`src/hdl/vmnn_pkg.sv`:
```
// Shared types and constants of the voxel map nearest-neighbour block.
`timescale 1ns / 1ps
package vmnn_pkg;

  typedef logic signed [31:0] coord_t;

  typedef struct packed {
    logic busy;
    logic done;
  } unit_sts_t;

  typedef struct packed {
    logic [31:0] tag;
    coord_t      z;
    coord_t      y;
    coord_t      x;
  } pt_t;

  localparam int KEY_W = 24;

  localparam logic [1:0] OP_INSERT = 2'd0;
  localparam logic [1:0] OP_QUERY  = 2'd1;
  localparam logic [1:0] OP_PRUNE  = 2'd2;

  localparam logic [1:0] ST_DONE       = 2'd0;
  localparam logic [1:0] ST_CELL_FULL  = 2'd1;
  localparam logic [1:0] ST_TABLE_FULL = 2'd2;

  localparam logic [1:0] REG_EDGE  = 2'd0;
  localparam logic [1:0] REG_CPL   = 2'd1;
  localparam logic [1:0] REG_RANGE = 2'd2;
  localparam logic [1:0] REG_MATCH = 2'd3;

  localparam logic [30:0] EDGE_MIN    = 31'd655;
  localparam logic [30:0] EDGE_RST    = 31'd65536;
  localparam logic [5:0]  CPL_RST     = 6'd20;
  localparam logic [30:0] RANGE_RST   = 31'd6553600;
  localparam logic [30:0] MATCH_RST   = 31'd65536;

endpackage

```
`src/hdl/vmnn_div.sv`:
```
// Iterative restoring divider giving the truncated cell key of one coordinate.
`timescale 1ns / 1ps
module vmnn_div (
  input  logic                         clk,
  input  logic                         rst_n,
  input  logic                         start,
  input  vmnn_pkg::coord_t             dividend,
  input  logic [30:0]                  divisor,
  output vmnn_pkg::unit_sts_t          sts,
  output logic [vmnn_pkg::KEY_W-1:0]   key
);
  import vmnn_pkg::*;

  logic [30:0]      rem_r;
  logic [31:0]      quo_r;
  logic [30:0]      dvs_r;
  logic [4:0]       cnt_r;
  logic             neg_r;
  logic             busy_r;
  logic             done_r;
  logic [KEY_W-1:0] key_r;

  logic [31:0] trial;
  logic        ge;
  logic [30:0] rem_c;
  logic [31:0] quo_c;
  logic [31:0] quo_neg;

  always_comb begin
    trial   = {rem_r, quo_r[31]};
    ge      = trial >= {1'b0, dvs_r};
    rem_c   = ge ? 31'(trial - {1'b0, dvs_r}) : trial[30:0];
    quo_c   = {quo_r[30:0], ge};
    quo_neg = ~quo_c + 32'd1;
  end

  always_ff @(posedge clk) begin
    if (!rst_n) begin
      busy_r <= 1'b0;
      done_r <= 1'b0;
      cnt_r  <= '0;
    end else begin
      done_r <= 1'b0;
      if (start) begin
        busy_r <= 1'b1;
        cnt_r  <= '0;
      end else if (busy_r) begin
        cnt_r <= cnt_r + 5'd1;
        if (cnt_r == 5'd31) begin
          busy_r <= 1'b0;
          done_r <= 1'b1;
        end
      end
    end
  end

  always_ff @(posedge clk) begin
    if (start) begin
      rem_r <= '0;
      quo_r <= dividend[31] ? (~dividend + 32'd1) : dividend;
      neg_r <= dividend[31];
      dvs_r <= divisor;
    end else if (busy_r) begin
      rem_r <= rem_c;
      quo_r <= quo_c;
      if (cnt_r == 5'd31) begin
        key_r <= neg_r ? quo_neg[KEY_W-1:0] : quo_c[KEY_W-1:0];
      end
    end
  end

  assign sts.busy = busy_r;
  assign sts.done = done_r;
  assign key      = key_r;

endmodule

```
`config.mk`:
```
export PLATFORM = sky130hd
export DESIGN_NAME = vmnn_div
export DESIGN_NICKNAME = d
export VERILOG_FILES = /design/src/hdl/vmnn_pkg.sv /design/src/hdl/vmnn_div.sv
export SDC_FILE = /design/constraint.sdc
export NUM_CORES = 1
export LEC_CHECK = 0
export BUFFER_PORTS_ARGS = -buffer_cell sky130_fd_sc_hd__buf_2
export CAP_MARGIN = 20
export CORE_ASPECT_RATIO = 1.4
export CORE_MARGIN = 5
export CORE_UTILIZATION = 59
export CTS_CLUSTER_SIZE = 14
export DETAILED_ROUTE_END_ITERATION = 8
export MAX_ROUTING_LAYER = met4
export PLACE_DENSITY_LB_ADDON = 0.05
export SKIP_LAST_GASP = 1
export SLEW_MARGIN = 40
export SYNTH_ARGS = -nofsm -noshare
export SYNTH_HDL_FRONTEND = slang
export SYNTH_SLANG_ARGS = --single-unit
export TNS_END_PERCENT = 10
```
`constraint.sdc`:
```
create_clock -name clk -period 4.52 [get_ports clk]
set_input_delay 0.452 -clock clk [delete_from_list [all_inputs] [get_ports clk]]
set_output_delay 0.452 -clock clk [all_outputs]
set_load 0.05 [all_outputs]
```
==> run summary <==
CLOCK NETWORK
-------------------------------------------------------------------------------------
Clk Tree Root Cell                                                          clkbuf_16
Htree depth                                                                         4
Number of clock sinks                                                             126
CTS tree                                                                         done
Clock-pin slew of the registers on the worst-case setup and hold paths        0.06 ns
Count of hold buffers inserted by post-cts repair                                   0
Worst skew pair latency                                                       0.41 ns
TritonCTS buffer count                                                             17
Clk buf depth                                                                       2
Post-CTS Setup Repair Bufs                                                          0
Quantity of gates resized following cts                                             0

DETAILED ROUTING
-------------------------------------------------------------------------------------
Detailed Routing Iterations Pass 1                                                  5
Sum of routed wire length over all layers                                   16,100 um
Post-detailed-route wirelength per cell                                       16.0 um
Vias per Instance                                                                5.85
Starting DRC count in detailed routing                                            296
Number of design rule violations left after detail routing                          0
Vias after detailed routing                                                     5,875
Post-detailed-route count of antenna-violating nets                                 0

SYNTHESIS
-------------------------------------------------------------------------------------
Share of synthesized flip-flops with an asynchronous set or reset                   0
Sequential cell area fraction in the yosys report                               0.466
Synth cell count leaders                                                 88 x edfxtp_1, 83 x nand2_1, 81 x nor2_1
Number of flops mapped to enable cells by yosys                                    88
Top cell type's share of synthesized area                                       0.361
Number of warnings reported in the yosys synthesis log                              0
Most frequently used flop master after synthesis                             edfxtp_1
Number of flip-flops and latches in the synthesized netlist                       126
Count of cell types in the netlist                                                 55
Post-Synthesis Cells                                                              760
Cell Area, Synth                                                          0.00731 mm2
Avg Cell Area, Syn                                                           9.62 um2
Dominant cells by area after synthesis                                   edfxtp_1 36%, dfxtp_1 10%, ha_1 6.0%
Count leader, synth                                                          edfxtp_1
Cell accounting for the most synthesized area                                edfxtp_1
Mapped Nets                                                                       862

GLOBAL ROUTING
-------------------------------------------------------------------------------------
Number of antenna violations at the first check in global routing                   0
Wire length of the first global-routing pass                                27,300 um
Total routing usage reported by global routing                                  0.229
Largest net degree at the start of global routing                                  79
Number of global-route vias before repair                                       5,868
Overflow left after global routing                                                  0

STA
-------------------------------------------------------------------------------------
Final setup violation count                                                         0
Unrepaired setup endpoints after global routing                                 false
Final setup skew                                                           0.00588 ns
Pins Over Slew Limit                                                                0
Peak clock frequency supported by timing                                      268 MHz
Time the final worst path needs with I/O delays and setup                     3.73 ns
Count of endpoints failing hold in the final timing report                          0
Total negative slack for setup checks                                            0 ns
Final critical-path share of the clock period                                   0.826
Relative slew margins                                                           0.531
Worst-margin pin slew                                                        0.704 ns

MIN PATH
-------------------------------------------------------------------------------------
Hold Crit Class                                                                in2reg

POWER
-------------------------------------------------------------------------------------
Static leakage                                                                3.46 nW
Total power                                                                 0.00322 W
Total power divided by cell area                                           381 mW/mm2
Largest voltage drop on the vdd net                                        0.000303 V

PLACED DESIGN
-------------------------------------------------------------------------------------
Quantity of I/O buffers inserted on ports                                          91
Routability congestion estimate                                                 0.855
Detail Placement HPWL                                                       11,400 um
Inst Count DP                                                                     972
Post-Place Cell Area                                                      0.00786 mm2

WORST SETUP PATH
-------------------------------------------------------------------------------------
WP data arrival                                                               3.88 ns
Type of the setup path with the least slack                                   reg2reg
Critical path's slowest cell                                                    or3_1
Type of origin of the critical path                                              flop
Worst path top cell family by delay                                      simple AND/OR/NAND/NOR gates
Combined buffer and inverter count along the critical path                          2
Critical Path End Type                                                           flop
Top fanout value on the critical path                                               5
Required time of the worst setup path                                         4.67 ns
Worst-path cell chain                                                    inv_1 -> ha_1 -> fa_1 -> nand2b_1 -> a21oi_1 -> o21ai_0 -> nand3b_1 -> o2111ai_1 -> a21oi_2 -> inv_2 -> ha_1 -> nand2b_1 -> nand2b_1 -> or3_1 -> o31ai_1 -> xnor2_1
Peak per-stage delay on the critical path                                     0.49 ns
Most frequent cell on the critical path                                      nand2b_1

FINAL LAYOUT
-------------------------------------------------------------------------------------
Number of inserted diodes                                                           0
Final std cell area, no fill                                              0.00846 mm2
Cell Count, Final, Fillers Out                                                  1,005
Share of cells above drive strength 1                                           0.170
Synth-to-Final Area Change                                                      15.8%
Core Util, Final                                                                0.691
Net count of the finished layout                                                  944

FLOORPLAN
-------------------------------------------------------------------------------------
Width of the chip                                                              104 um
Starting density of the core                                                    0.597
Y dimension of the die                                                         142 um
Number of top-level design ports                                                   92
Die Area                                                                   0.0147 mm2
Core area                                                                  0.0123 mm2
Cell row count                                                                     48

FLOW RUN
-------------------------------------------------------------------------------------
Count of maximum capacitance violations                                             0

RUN STATUS
-------------------------------------------------------------------------------------
Result of the run                                                        finished clean

==> metal layers <==
layer,track usage,wire length [um],vias to the layer above,share of wire
li1,-,-,2917,-
met1,0.254,6550,2806,0.41
met2,0.416,8620,129,0.53
met3,0.0473,701,23,0.044
met4,0.0682,238,0,0.015
met5,-,0,-,0
==> where the power goes <==
group / switching, W / internal (W) / leakage [nW]
clock: 0.000498 / 0.000855 / 0.282
combinational: 0.000276 / 0.000207 / 2.02
sequential: 0.0000553 / 0.00133 / 1.16
total: 0.000829 / 0.00239 / 3.46
==> layout make-up <==
cell class                 count  area, um2
clock buffer                  18        429
clock inverter                14        150
fill                         977       3790
inverter                      41        154
multi-input combinational    559       3620
sequential                   126       3400
tap                          150        188
timing repair buffer          97        515
==> flip-flops by register name, indices dropped and copies added, names as in the netlist <==
name    cells
dvs_r      31
rem_r      31
key        24
cnt_r       5
busy_r      1
neg_r       1
quo_r      32
done_r      1
==> through the flow <==
stage	hold WS, ns	setup WS (ns)
after CTS	0.202	0.793
after global routing	0.199	0.400
after floorplan	0.467	1.01
after global placement	0.481	0.965
final	0.214	0.788
after detailed placement	0.494	0.800
==> path summary, 6_finish.rpt <==
kind                                  start        end  slack, ns  cells after the start
worst min-delay path            divisor[13]  dvs_r[13]       0.21                      1
worst max register to register    quo_r[31]    key[20]       0.79                     16
worst max-delay path              quo_r[31]    key[20]       0.79                     16
worst min register to register    rem_r[23]  rem_r[24]       0.50                      2
==> cells in the final DEF, fill, tap and decap left out, drive strengths merged, types with 5 or more instances in the layout <==
master / count
clkbuf: 18
edfxtp: 88
clkinv: 9
and2: 5
a31oi: 8
or3: 11
a21oi: 59
o41ai: 7
xnor2: 38
mux2i: 5
nand4: 5
nor2b: 9
ha: 35
nand2b: 12
a21o: 13
a311oi: 21
nand3: 12
nor2: 81
o31ai: 20
buf: 97
nand2: 83
inv: 41
dfxtp: 38
or4: 6
nor3: 7
xor2: 39
o21ai: 37
==> cell families (layout without fill, tap and decap cells) <==
kind of cell	after synthesis	after routing	synth area share
xor gates and xnor gates	77	77	0.0922
muxes	7	7	0.00993
buffers and inverters	75	170	0.0399
DFF	126	126	0.466
and+or+nand+nor	248	248	0.160
adders and majority gates	36	36	0.0626
AOI/OAI and AO/OA	191	191	0.170
Note: power is estimated with default switching activity, not from simulation.
