--- src/hdl/vmnn_pkg.sv ---
// Shared types and constants of the voxel map nearest-neighbour block.
`timescale 1ns / 1ps
package vmnn_pkg;

  typedef logic signed [31:0] coord_t;

  typedef struct packed {
    logic busy;
    logic done;
  } unit_sts_t;

  typedef struct packed {
    logic [31:0] tag;
    coord_t      z;
    coord_t      y;
    coord_t      x;
  } pt_t;

  localparam int KEY_W = 24;

  localparam logic [1:0] OP_INSERT = 2'd0;
  localparam logic [1:0] OP_QUERY  = 2'd1;
  localparam logic [1:0] OP_PRUNE  = 2'd2;

  localparam logic [1:0] ST_DONE       = 2'd0;
  localparam logic [1:0] ST_CELL_FULL  = 2'd1;
  localparam logic [1:0] ST_TABLE_FULL = 2'd2;

  localparam logic [1:0] REG_EDGE  = 2'd0;
  localparam logic [1:0] REG_CPL   = 2'd1;
  localparam logic [1:0] REG_RANGE = 2'd2;
  localparam logic [1:0] REG_MATCH = 2'd3;

  localparam logic [30:0] EDGE_MIN    = 31'd655;
  localparam logic [30:0] EDGE_RST    = 31'd65536;
  localparam logic [5:0]  CPL_RST     = 6'd20;
  localparam logic [30:0] RANGE_RST   = 31'd6553600;
  localparam logic [30:0] MATCH_RST   = 31'd65536;

endpackage

--- src/hdl/vmnn_sqdist.sv ---
// Shared squared-distance unit: one multiplier stepped over three axes, saturating sum.
`timescale 1ns / 1ps
module vmnn_sqdist (
  input  logic                clk,
  input  logic                rst_n,
  input  logic                start,
  input  vmnn_pkg::coord_t    pa_x,
  input  vmnn_pkg::coord_t    pa_y,
  input  vmnn_pkg::coord_t    pa_z,
  input  vmnn_pkg::coord_t    pb_x,
  input  vmnn_pkg::coord_t    pb_y,
  input  vmnn_pkg::coord_t    pb_z,
  output vmnn_pkg::unit_sts_t sts,
  output logic [63:0]         sq_dist
);
  import vmnn_pkg::*;

  coord_t [2:0] a_r;
  coord_t [2:0] b_r;
  logic [1:0]   ax_r;
  logic [1:0]   ph_r;
  logic [31:0]  mag_r;
  logic [63:0]  prod_r;
  logic [63:0]  acc_r;
  logic         busy_r;
  logic         done_r;

  logic signed [32:0] diff;
  logic [32:0]        diff_neg;
  logic [31:0]        mag_c;
  logic [64:0]        sum;

  always_comb begin
    diff     = {a_r[ax_r][31], a_r[ax_r]} - {b_r[ax_r][31], b_r[ax_r]};
    diff_neg = 33'(-diff);
    mag_c    = diff[32] ? diff_neg[31:0] : diff[31:0];
    sum      = {1'b0, acc_r} + {1'b0, prod_r};
  end

  always_ff @(posedge clk) begin
    if (!rst_n) begin
      busy_r <= 1'b0;
      done_r <= 1'b0;
      ax_r   <= '0;
      ph_r   <= '0;
    end else begin
      done_r <= 1'b0;
      if (start) begin
        busy_r <= 1'b1;
        ax_r   <= '0;
        ph_r   <= '0;
      end else if (busy_r) begin
        if (ph_r == 2'd2) begin
          ph_r <= '0;
          if (ax_r == 2'd2) begin
            busy_r <= 1'b0;
            done_r <= 1'b1;
          end else begin
            ax_r <= ax_r + 2'd1;
          end
        end else begin
          ph_r <= ph_r + 2'd1;
        end
      end
    end
  end

  always_ff @(posedge clk) begin
    if (start) begin
      a_r   <= {pa_z, pa_y, pa_x};
      b_r   <= {pb_z, pb_y, pb_x};
      acc_r <= '0;
    end else if (busy_r) begin
      case (ph_r)
        2'd0:    mag_r  <= mag_c;
        2'd1:    prod_r <= mag_r * mag_r;
        2'd2:    acc_r  <= sum[64] ? '1 : sum[63:0];
        default: mag_r  <= mag_r;
      endcase
    end
  end

  assign sts.busy = busy_r;
  assign sts.done = done_r;
  assign sq_dist  = acc_r;

endmodule

--- config.mk ---
export PLATFORM = sky130hd
export DESIGN_NAME = vmnn_sqdist
export DESIGN_NICKNAME = d
export VERILOG_FILES = /design/src/hdl/vmnn_pkg.sv /design/src/hdl/vmnn_sqdist.sv
export SDC_FILE = /design/constraint.sdc
export NUM_CORES = 2
export LEC_CHECK = 0
export BUFFER_PORTS_ARGS = -buffer_cell sky130_fd_sc_hd__buf_2
export CORE_MARGIN = 1
export CORE_UTILIZATION = 55
export CTS_BUF_LIST = sky130_fd_sc_hd__clkbuf_16
export CTS_CLUSTER_DIAMETER = 100
export DETAILED_ROUTE_END_ITERATION = 12
export PLACE_DENSITY_LB_ADDON = 0.2
export SLEW_MARGIN = 0
export SYNTH_ARGS = -nofsm -noshare
export SYNTH_HDL_FRONTEND = slang
export SYNTH_SLANG_ARGS = --single-unit
--- constraint.sdc ---
create_clock -name clk -period 9.5 [get_ports clk]
set_input_delay 0.95 -clock clk [delete_from_list [all_inputs] [get_ports clk]]
set_output_delay 0.95 -clock clk [all_outputs]
set_load 0.03 [all_outputs]
==> impl_metrics.py <==
metrics = {
    "global_route": {
        "grt_overflow": 0,
        "grt_pass1_wl_um": 201000,
        "antenna_found_initial": 8,
        "grt_pass1_vias": 36700,
        "grt_usage": 0.291,
        "grt_max_degree": 88,
    },
    "sta": {
        "finalMaxSlewViolations": 0,
        "post-route-min-period_ns": 8.97,
        "holdWs_ns": 0.536,
        "timing_hold_violations_final": 0,
        "setup_violations": 0,
        "layout_worst_path_cycle_share": 0.944,
        "fmax_mhz": 112,
        "timing.slew.headroom": 0.215,
        "finClkSkew_ns": 0.0212,
        "tns_ns": 0,
        "worst_pin_slew_ns": 1.18,
        "rsz0062_at_grt": "no",
    },
    "logic_synthesis": {
        "synth.mux.area_fraction": 0.0142,
        "yosys.area_share.simple": 0.108,
        "ys_warn_count": 0,
        "synth_xor_area_frac": 0.0374,
        "synth_compound_area_frac": 0.103,
        "ys.flop_type": "edfxtp_1",
        "syn_area_sq_um": 48200,
        "synth_cell_types": 82,
        "synthCells": 4925,
        "syn_avg_cell_area_sq_um": 9.79,
        "syn_nets": 6310,
        "synth-edff-count": 287,
        "yosysSeqAreaShare": 0.208,
        "synthAdderAreaFrac": 0.433,
        "synth_top_family_by_area": "adder cells",
        "ys_seq_elements": 357,
        "synth-async-reset-ratio": 0,
    },
    "cells_and_area": {
        "syn_to_final_growth_pct": 8.00,
        "fin_area_sq_um": 52100,
        "nets": 6474,
        "fill_cells": 7477,
        "drive_gt1_frac": 0.0877,
        "post-route-util": 0.600,
    },
    "detailed_routing": {
        "wl_per_cell_um": 20.4,
        "vias": 34800,
        "avgViaCountPerCell": 5.54,
        "drt_iter0_drc": 2215,
        "postRouteAntennaNets": 0,
        "drt_wl_total_um": 128000,
        "drc": 0,
        "first_pass_iters": 6,
    },
    "worst_setup_path": {
        "slowest_stage": "edfxtp_1",
        "path_buf_inv": 3,
        "crit_top_cell": "fa_1",
        "worstSetupPathType": "flop to flop",
        "cp_data_arrival_time_ns": 9.30,
        "startpoint_type": "flop",
        "path_cells": "inv_1 -> nor2_1 -> fa_1 -> fa_1 -> fa_1 -> inv_1 -> fa_1 -> inv_1 -> fa_1 -> fa_1 -> fa_1 -> fa_1 -> ha_1 -> a21oi_1 -> o21ai_0 -> a21oi_1 -> nor2_1 -> a21bo_1 -> a21o_1 -> a41o_1 -> a41oi_1 -> o21ai_1 -> a311oi_1 -> xnor2_1",
        "critPathTopFamily": "adder cells",
        "end_kind": "flop",
        "critPathRequiredTime_ns": 9.83,
        "slowest_delay_ns": 0.92,
        "critPathMaxFanout": 15,
    },
    "placement": {
        "place_area_sq_um": 50800,
        "port_buffers": 260,
        "place_hpwl_um": 104000,
        "place_congestion": 0.965,
    },
    "die": {
        "core_sq_um": 86800,
        "dieWidth_um": 298,
        "initial_core_util": 0.556,
        "fp.dieH_um": 298,
        "fp.dieArea_sq_um": 88800,
        "rows": 108,
        "io_pins": 261,
    },
    "hold_path": {
        "hp-class": "flop to flop",
    },
    "clocking": {
        "cts_sinks": 357,
        "clock_latency_ns": 0.58,
        "cts_tree": "yes",
        "clk_pin_slew_ns": 0.07,
        "root_buffer": "clkbuf_16",
        "clk_path_buf_depth": 3,
        "cts_buffers": 39,
        "htreeDepth": 2,
    },
    "status": {
        "status": "complete, no violations",
    },
    "flow_run": {
        "maxCapViolations": 0,
    },
}
==> cell type report <==
type | instances | area [sq um] | area share
antenna | 7 | 17.5 | 0.000336
clock buffer | 39 | 976 | 0.0187
multi-input combinational | 3339 | 33600 | 0.645
clock inverter | 31 | 285 | 0.00548
inverter | 1020 | 3830 | 0.0735
timing repair buffer | 332 | 1910 | 0.0366
tap | 1155 | 1450 | 0.0278
sequential | 357 | 10000 | 0.193
==> per-stage QoR <==
stage	setup slack, ns	cells
floorplan	1.54	4925
global placement	0.540	6202
detailed placement	0.423	6202
CTS	0.426	6272
global route	0.162	6280
finish	0.533	6280
==> cell usage after synthesis, types with 7 or more instances <==
master       n  area (sq um)
a21oi_1    279          1400
a211oi_1    22           165
clkbuf_1   190           713
mux2i_1     66           661
buf_1        7          26.3
a41oi_1     12           105
fa_1       794         15900
nand4_1     36           225
nand2b_1    23           144
o211ai_1    17           128
a21o_1      82           616
or2_2       12          75.1
nor2_1     188           706
a31oi_1     30           188
o21ai_1     23           115
o31ai_1      7          52.6
nand3_1     43           215
dfxtp_1     70          1400
ha_1       396          4950
o21bai_1    22           165
and4_1      10          87.6
o21ai_0    196           981
a31o_2      12           105
edfxtp_1   287          8620
o31a_1       7          61.3
xor2_1      81           709
and3_1      25           156
xnor2_1    125          1090
inv_1     1019          3820
o21a_1      19           143
nand2_1    393          1480
nor2b_1     27           169
buf_2       10          50.1
and2_1     246          1540
nor3_1      29           145
or3_1       13          81.3
==> what timing repair did <==
action	CTS	global route
hold buffers	0	0
buffers inserted	0	1
endpoints found under the setup margin	0	2
gates resized for setup	0	0
==> cell families (layout without fill, tap and decap cells) <==
family          count (synthesis)  count (layout)
other cells                     0               7
fa+ha+maj                    1190            1190
xor+xnor                      206             206
simple gates                 1069            1069
compound gates                806             806
buf+inv                      1229            1422
flops                         357             357
mux                            68              68
==> final timing paths <==
kind | start | cells after the start | slack [ns] | endpoint
hold reg to reg | busy_r | 2 | 0.54 | busy_r
setup / recovery | mag_r[6] | 24 | 0.53 | prod_r[56]
setup reg to reg | mag_r[6] | 24 | 0.53 | prod_r[56]
hold / removal | busy_r | 2 | 0.54 | busy_r
==> layout by cell type (no fill, tap or decap), types with 187 or more instances in the layout <==
| cell | synthesis | final |
|---|---|---|
| buf_2 | 10 | 259 |
| ha_1 | 396 | 396 |
| nor2_1 | 188 | 187 |
| and2_1 | 246 | 246 |
| edfxtp_1 | 287 | 287 |
| a21oi_1 | 279 | 279 |
| o21ai_0 | 196 | 196 |
| nand2_1 | 393 | 393 |
| fa_1 | 794 | 794 |
| inv_1 | 1019 | 1022 |
==> state kept, by name (all words and copies together), names as in the netlist <==
register and cells:
a_r 96, ax_r 2, b_r 96, busy_r 1, done_r 1, mag_r 32, ph_r 2, prod_r 63
sq_dist 64
==> worst min-delay path, cell delays in order (launching register included) <==
cell	delay [ns]
dfxtp_1	0.34
o21ai_0	0.07
a21boi_0	0.08
==> routing by layer <==
| layer | share of wire | track usage | wire length (um) |
|---|---|---|---|
| met1 | 0.40 | 0.366 | 50600 |
| met2 | 0.51 | 0.516 | 65100 |
| met3 | 0.054 | 0.0325 | 6910 |
| met4 | 0.041 | 0.106 | 5290 |
| met5 | 0 | 0 | 0 |
Power is left out: the tool's default activity adds up to more than one toggle a clock period on the data nets, which glitch-free logic cannot reach.
